$ cat config.mk
export PLATFORM = sky130hd
export DESIGN_NAME = mbe_mul
export DESIGN_NICKNAME = d
export VERILOG_FILES = /design/src/rtl/mbe_pkg.sv /design/src/rtl/mbe_mul.sv
export SDC_FILE = /design/constraint.sdc
export NUM_CORES = 2
export LEC_CHECK = 0
export BUFFER_PORTS_ARGS = -buffer_cell sky130_fd_sc_hd__buf_2
export CORE_UTILIZATION = 30
export DETAILED_ROUTE_END_ITERATION = 12
export PLACE_DENSITY = 0.54
export SLEW_MARGIN = 20
export SYNTH_ARGS = -nofsm -noshare
export SYNTH_HDL_FRONTEND = slang
export SYNTH_SLANG_ARGS = --single-unit
export TNS_END_PERCENT = 30
$ cat constraint.sdc
create_clock -name clk -period 16.85 [get_ports clk]
set_clock_uncertainty 0.2 [all_clocks]
set_input_delay 1.685 -clock clk [delete_from_list [all_inputs] [get_ports clk]]
set_output_delay 1.685 -clock clk [all_outputs]
set_load 0.02 [all_outputs]
$ cat src/rtl/mbe_pkg.sv
package mbe_pkg;

    localparam int Q_W      = 32;
    localparam int Q_FRAC   = 28;
    localparam int ITER_W   = 16;
    localparam int POW_W    = 3;
    localparam int MAG_W    = 48;
    localparam int MAG_FRAC = 24;
    localparam int IDX_W    = 3;

    // internal value width, product magnitude width, multiplier half width
    localparam int VW = 63;
    localparam int MW = 62;
    localparam int HW = 31;

    localparam logic signed [VW-1:0] SAT_LIM = {1'b0, {(VW-1){1'b1}}};
    localparam logic [MAG_W-1:0]     MAG_MAX = '1;

    typedef enum logic [IDX_W-1:0] {
        REG_MAX_ITER   = 3'd0,
        REG_POWER      = 3'd1,
        REG_JULIA_MODE = 3'd2,
        REG_JULIA_RE   = 3'd3,
        REG_JULIA_IM   = 3'd4
    } reg_index_t;

    typedef struct packed {
        logic [ITER_W-1:0]       max_iterations;
        logic [POW_W-1:0]        power_exponent;
        logic                    julia_mode;
        logic signed [Q_W-1:0]   julia_re;
        logic signed [Q_W-1:0]   julia_im;
    } cfg_t;

    typedef struct packed {
        logic                  start;
        logic signed [VW-1:0]  a;
        logic signed [VW-1:0]  b;
    } mul_req_t;

    typedef struct packed {
        logic                  done;
        logic signed [VW-1:0]  p;
    } mul_rsp_t;

    // saturating add or subtract, clamps to +-SAT_LIM
    function automatic logic signed [VW-1:0] sat_sum(
        input logic signed [VW-1:0] a,
        input logic signed [VW-1:0] b,
        input logic                 sub
    );
        logic signed [VW:0] s;
        logic signed [VW:0] lim;
        lim = {1'b0, SAT_LIM};
        if (sub)
            s = {a[VW-1], a} - {b[VW-1], b};
        else
            s = {a[VW-1], a} + {b[VW-1], b};
        if (s > lim)
            return SAT_LIM;
        else if (s < -lim)
            return -SAT_LIM;
        else
            return s[VW-1:0];
    endfunction

endpackage

$ cat src/rtl/mbe_mul.sv
module mbe_mul import mbe_pkg::*; #(
    parameter int FRAC_BITS = 28
) (
    input  logic     clk,
    input  logic     rst_n,
    input  mul_req_t req,
    output mul_rsp_t rsp
);

    logic                 busy_reg, busy_next;
    logic                 done_reg, done_next;
    logic [2:0]           cnt_reg, cnt_next;
    logic                 neg_reg, neg_next;
    logic [MW-1:0]        ma_reg, ma_next;
    logic [MW-1:0]        mb_reg, mb_next;
    logic [2*HW-1:0]      prod_reg, prod_next;
    logic [1:0]           pair_reg, pair_next;
    logic [2*MW-1:0]      acc_reg, acc_next;
    logic signed [VW-1:0] res_reg, res_next;

    logic [VW-1:0]   abs_a;
    logic [VW-1:0]   abs_b;
    logic [HW-1:0]   a_half;
    logic [HW-1:0]   b_half;
    logic [2*MW-1:0] addend;
    logic [2*MW-1:0] shifted;
    logic [MW-1:0]   mag;

    assign abs_a  = req.a[VW-1] ? VW'(-req.a) : req.a;
    assign abs_b  = req.b[VW-1] ? VW'(-req.b) : req.b;
    assign a_half = cnt_reg[1] ? ma_reg[MW-1:HW] : ma_reg[HW-1:0];
    assign b_half = cnt_reg[0] ? mb_reg[MW-1:HW] : mb_reg[HW-1:0];

    always_comb
    begin
        case (pair_reg)
            2'd0:    addend = (2*MW)'(prod_reg);
            2'd3:    addend = (2*MW)'(prod_reg) << (2*HW);
            default: addend = (2*MW)'(prod_reg) << HW;
        endcase
    end

    assign shifted = acc_reg >> FRAC_BITS;
    assign mag     = (|shifted[2*MW-1:MW]) ? SAT_LIM[MW-1:0] : shifted[MW-1:0];

    always_comb
    begin
        busy_next = busy_reg;
        done_next = 1'b0;
        cnt_next  = cnt_reg;
        neg_next  = neg_reg;
        ma_next   = ma_reg;
        mb_next   = mb_reg;
        prod_next = prod_reg;
        pair_next = pair_reg;
        acc_next  = acc_reg;
        res_next  = res_reg;
        if (!busy_reg)
        begin
            if (req.start)
            begin
                busy_next = 1'b1;
                cnt_next  = 3'd0;
                neg_next  = req.a[VW-1] ^ req.b[VW-1];
                ma_next   = abs_a[MW-1:0];
                mb_next   = abs_b[MW-1:0];
                acc_next  = '0;
            end
        end
        else
        begin
            cnt_next = cnt_reg + 3'd1;
            // four partial products, each registered and accumulated in the following cycle
            if (!cnt_reg[2])
            begin
                prod_next = a_half * b_half;
                pair_next = cnt_reg[1:0];
            end
            if (cnt_reg != 3'd0 && cnt_reg <= 3'd4)
                acc_next = acc_reg + addend;
            if (cnt_reg == 3'd5)
            begin
                busy_next = 1'b0;
                done_next = 1'b1;
                res_next  = neg_reg ? -$signed({1'b0, mag}) : $signed({1'b0, mag});
            end
        end
    end

    always_ff @(posedge clk or negedge rst_n)
    begin
        if (!rst_n)
        begin
            busy_reg <= 1'b0;
            done_reg <= 1'b0;
            cnt_reg  <= 3'd0;
        end
        else
        begin
            busy_reg <= busy_next;
            done_reg <= done_next;
            cnt_reg  <= cnt_next;
        end
    end

    always_ff @(posedge clk)
    begin
        neg_reg  <= neg_next;
        ma_reg   <= ma_next;
        mb_reg   <= mb_next;
        prod_reg <= prod_next;
        pair_reg <= pair_next;
        acc_reg  <= acc_next;
        res_reg  <= res_next;
    end

    assign rsp.done = done_reg;
    assign rsp.p    = res_reg;

endmodule

* Word level (Yosys, flattened, before mapping) *
Cells that the tools add are included.

storage, ports and cells
  word-level logic and storage cells = 50
  input port bits = 129
  bits in registers = 381
  output and inout port bits = 64

operators by class
  bitwise logic cells = 3
  magnitude comparators = 1
  multiplexer cells = 17
  multiply operators = 1
  add/subtract/negate cells = 5
  eq/ne operators = 3
  reductions and logical operators = 9

operator list
  kind                   number
  $mux W124              3
  $mux W62               4
  $pmux W124 S2          1
  $add A124 B124 Y124    1
  $neg A62 Y62           2
  $neg A62 Y63           1
  $mul A31 B31 Y62       1
  $mux W31               2
  $reduce_or A34 Y1      1
  $reduce_and A2 Y1      4
  $mux W3                2
  $mux W1                5
  $add A3 B1 Y3 const B  1
  $eq A3 B3 Y1 const B   1
  $le A3 B3 Y1 const B   1
  $reduce_bool A3 Y1     1
  $eq A2 B2 Y1 const B   1
  $logic_not A2 Y1       1
  $ne A2 B1 Y1 const B   1
  $not A1 Y1             2
  $reduce_bool A2 Y1     1
  $logic_and A1 B1 Y1    1
  $xor A1 B1 Y1          1

* Logic depth before layout (Yosys ltp) *
  depth in word-level cells = 5
  mapped depth = 35
  mapped depth without buffers = 31

* Worst setup path after synthesis *
OpenSTA, ideal clock, no wires.

  path type = input to register
  from = in req[126] (netlist name)
  to = reg acc_reg[0], enable pin
  buffers on the path = 0
  library setup time = 0.482 ns
  data required time = 16.168 ns
  cell stages on the path = 2
  arrival time = 9.733 ns
  setup slack = 6.435 ns
  cells stage by stage = nor2b_1 > a21o_1

on the way
  longest elaborated chain between the ends = 2

ends and longest elaborated chain
  what                          line            source
  start: declaration            mbe_mul.sv:6    input mul_req_t req,
  $reduce_bool A2 Y1 (no line)  n/a
  $reduce_and A2 Y1 (no line)   n/a
  end signal: assignment        mbe_mul.sv:113  acc_reg <= acc_next;
  end: declaration              mbe_mul.sv:18   logic [2*MW-1:0] acc_reg, acc_next;

No other way between the ends.
A chain may end at the register's enable or synchronous reset.

* Worst setup path in the final report *
  from = reg cnt_reg[1]
  to = reg prod_reg[59], data pin

on the way
  longest elaborated chain between the ends = 2

ends and longest elaborated chain
  what                      line            source
  start: declaration        mbe_mul.sv:12   logic [2:0] cnt_reg, cnt_next;
  start signal: assignment  mbe_mul.sv:102  cnt_reg <= cnt_next;
  $mux W31                  mbe_mul.sv:31   assign a_half = cnt_reg[1] ? ma_reg[MW-1:HW] : ma_reg[HW-1:0];
  $mul A31 B31 Y62          mbe_mul.sv:76   prod_next = a_half * b_half;
  end signal: assignment    mbe_mul.sv:111  prod_reg <= prod_next;
  end: declaration          mbe_mul.sv:16   logic [2*HW-1:0] prod_reg, prod_next;

No other way between the ends.

==> metrics <==
# hold bufs at CTS=0; hold path depth=2; crit path DAT=10530 ps; setup repair bufs after CTS=0; worst reg2reg setup slack=6510 ps; max FFs per register=124; CP required=17050 ps; final worst slack=6510 ps; CP max FO=54; Fillers=19300; fin crit period=10340 ps; core area=186000 um^2; H-tree depth=2; total congestion overflow=0; worst path bufs/invs=4; largest net degree at the start of global routing=97; slowest CP cell=buf_4; Die Area=189000 um^2; detailed-router iteration count before antenna repair=6; die width=435 um; share of layout cells above drive strength 1=7.76%; Hold Vio Cnt, Final=0; Syn. warnings=0; worst reg2reg endpoint=prod_reg[59]; Post-Route WL=193000 um; dpl ws=6560 ps; number of core rows=158; synthesis-stage register bit count=381; post-cts resize count=0; Clock transition at path regs=60 ps; endpoint class of the critical path=register; FFs w/ async S/R, synth=1.31%; outcome=complete, no violations; DIE HEIGHT=435 um; CTS buffer count=44; Worst-Margin Slew=1210 ps; post-synthesis cell type count=73; max_cap viols=0; Setup CP Type=register to register; average cell area after synthesis=9.14 um^2; Avg WL per Cell=22.3 um; clk buf depth=3; Max stage delay on crit path=760 ps; vias per std cell=5.13; worst-skew pair later-pin latency=680 ps; Tcrit/Tclk final=61.3%; final setup vio count=0; hold path endpoint=cnt_reg[2]; Mapped Cells=6143; global placement routability congestion=0.939; CTS tree=built; ys flop type=edfxtp_1; Slew headroom=17.8%; Max Slew Vio Count=0; RSZ-0062 raised after global routing=no; dpl hpwl=155000 um; initial antenna violation count=5; CP dominant cell by count=fa_1; ANT nets after route=0; initial core utilization=30.2%; root cell of the clock tree=clkbuf_16; Buffers on Ports=192; Top Ports=193; startpoint type of the worst setup path=register; hold wc startpoint=cnt_reg[2]; Setup Total Neg Slack=0 ps; Global Route Usage Sum=20.4%; DRC=0; Post-synth EDFFs=376; via count of the routed design=44500; Reg2Reg Depth=27; Crit path max-delay family=adder cells; register area share after synthesis=20.3%; vias in the first global route=45400; fin nets=7521; starting DRC count in detailed routing=3689; CTS Sinks=381; Area contributors post-synth=fa_1 (30%), edfxtp_1 (20%), ha_1 (8.6%), inv_1 (5.8%), nand2_1 (5.3%); layout overhead on the synthesized area=9.54%; Max Clock Freq=96.7 MHz; first-pass GRT wire length=289000 um; worst min path class=register to register; net count after synthesis=7496; origin of the critical flop-to-flop path=cnt_reg[1]; Synth top area share=29.9%; dominant cell type by area after synthesis=fa_1; Mapped Area=56100 um^2
## logic make-up after synthesis
family	share of synthesized area (%)
xor+xnor	4.88
fa+ha+maj	38.5
compound gates	10.8
buf+inv	7.78
simple gates	15.3
mux	2.45
flops	20.3
## cells in the mapped netlist, types with 24 or more instances
| library cell | instances |
|---|---|
| nor4_1 | 26 |
| nand3_1 | 39 |
| clkbuf_1 | 269 |
| o21ai_0 | 246 |
| inv_1 | 871 |
| xor2_1 | 84 |
| o311ai_0 | 32 |
| nand4_1 | 56 |
| nor2_1 | 744 |
| or3_1 | 45 |
| o41ai_1 | 24 |
| a21o_1 | 88 |
| and2_1 | 86 |
| mux2i_1 | 70 |
| a22o_1 | 30 |
| a21oi_1 | 267 |
| or4_1 | 34 |
| mux2_2 | 60 |
| o31ai_1 | 55 |
| nand2b_1 | 32 |
| edfxtp_1 | 376 |
| xnor2_1 | 229 |
| nor3_1 | 54 |
| fa_1 | 838 |
| ha_1 | 386 |
| a31oi_1 | 25 |
| o21bai_1 | 57 |
| nand2_1 | 786 |
## worst max path at each step
| stage | startpoint | to | slack, ps | cells past startpoint |
|---|---|---|---|---|
| detailed placement | cnt_reg[1] | prod_reg[59] | 6560 | 27 |
| floorplan | req[126] | acc_reg[0] | 6430 | 2 |
| global route | cnt_reg[1] | prod_reg[60] | 6190 | 29 |
| CTS | cnt_reg[1] | prod_reg[59] | 6550 | 27 |
| global placement | cnt_reg[1] | prod_reg[59] | 6540 | 27 |
| finish | cnt_reg[1] | prod_reg[59] | 6510 | 27 |
## cell type report
type | instances | area (um^2) | area share [%]
inverter | 872 | 3270 | 5.32
timing repair buffer | 269 | 1560 | 2.54
tap | 2480 | 3100 | 5.05
clock buffer | 53 | 1160 | 1.89
multi-input combinational | 4600 | 40600 | 66.0
clock inverter | 25 | 375 | 0.610
antenna | 6 | 15.0 | 0.0244
sequential | 381 | 11400 | 18.6
## metrics by stage
| stage | instances | instance area, um^2 | hold slack, ps | util, % |
|---|---|---|---|---|
| after floorplan | 6143 | 56100 | 249 | - |
| after CTS | 8679 | 61400 | 465 | 33.1 |
| after global placement | 8600 | 59900 | 416 | 32.3 |
| final | 8686 | 61500 | 465 | 33.1 |
| after global routing | 8683 | 61500 | 525 | 33.1 |
| after detailed placement | 8601 | 59900 | 453 | 32.3 |
## tightest hold or removal path: stages (launching register included)
cell	delay, ps
dfrtp_1	480
nand2_1	70
o21ai_0	80
## placed cells by master, fill, tap and decap left out, types with 18 or more instances in the layout
cell type / netlist / final
a21o_1: 88 / 87
a21oi_1: 267 / 267
a22o_1: 30 / 30
a31oi_1: 25 / 25
and2_1: 86 / 86
buf_2: 0 / 192
buf_4: 1 / 75
clkbuf_16: 0 / 44
edfxtp_1: 376 / 376
fa_1: 838 / 838
ha_1: 386 / 385
inv_1: 871 / 870
mux2_2: 60 / 60
mux2i_1: 70 / 33
mux2i_2: 0 / 32
nand2_1: 786 / 785
nand2b_1: 32 / 32
nand3_1: 39 / 38
nand4_1: 56 / 56
nor2_1: 744 / 743
nor3_1: 54 / 54
nor4_1: 26 / 26
o21a_1: 18 / 18
o21ai_0: 246 / 246
o21bai_1: 57 / 57
o311ai_0: 32 / 32
o31ai_1: 55 / 55
o41ai_1: 24 / 24
or2_2: 21 / 21
or3_1: 45 / 45
or4_1: 34 / 34
xnor2_1: 229 / 229
xor2_1: 84 / 84
## routing by layer
metal | global-route usage (%) | vias to the layer above | wire, um
li1 | - | 20100 | -
met3 | 3.75 | 343 | 14600
met4 | 6.93 | 0 | 7350
met1 | 27.3 | 22300 | 83400
met2 | 33.1 | 1791 | 88100
met5 | 0 | - | 0
Power is left out: the tool's default activity adds up to more than one toggle a clock period on the data nets, which glitch-free logic cannot reach.
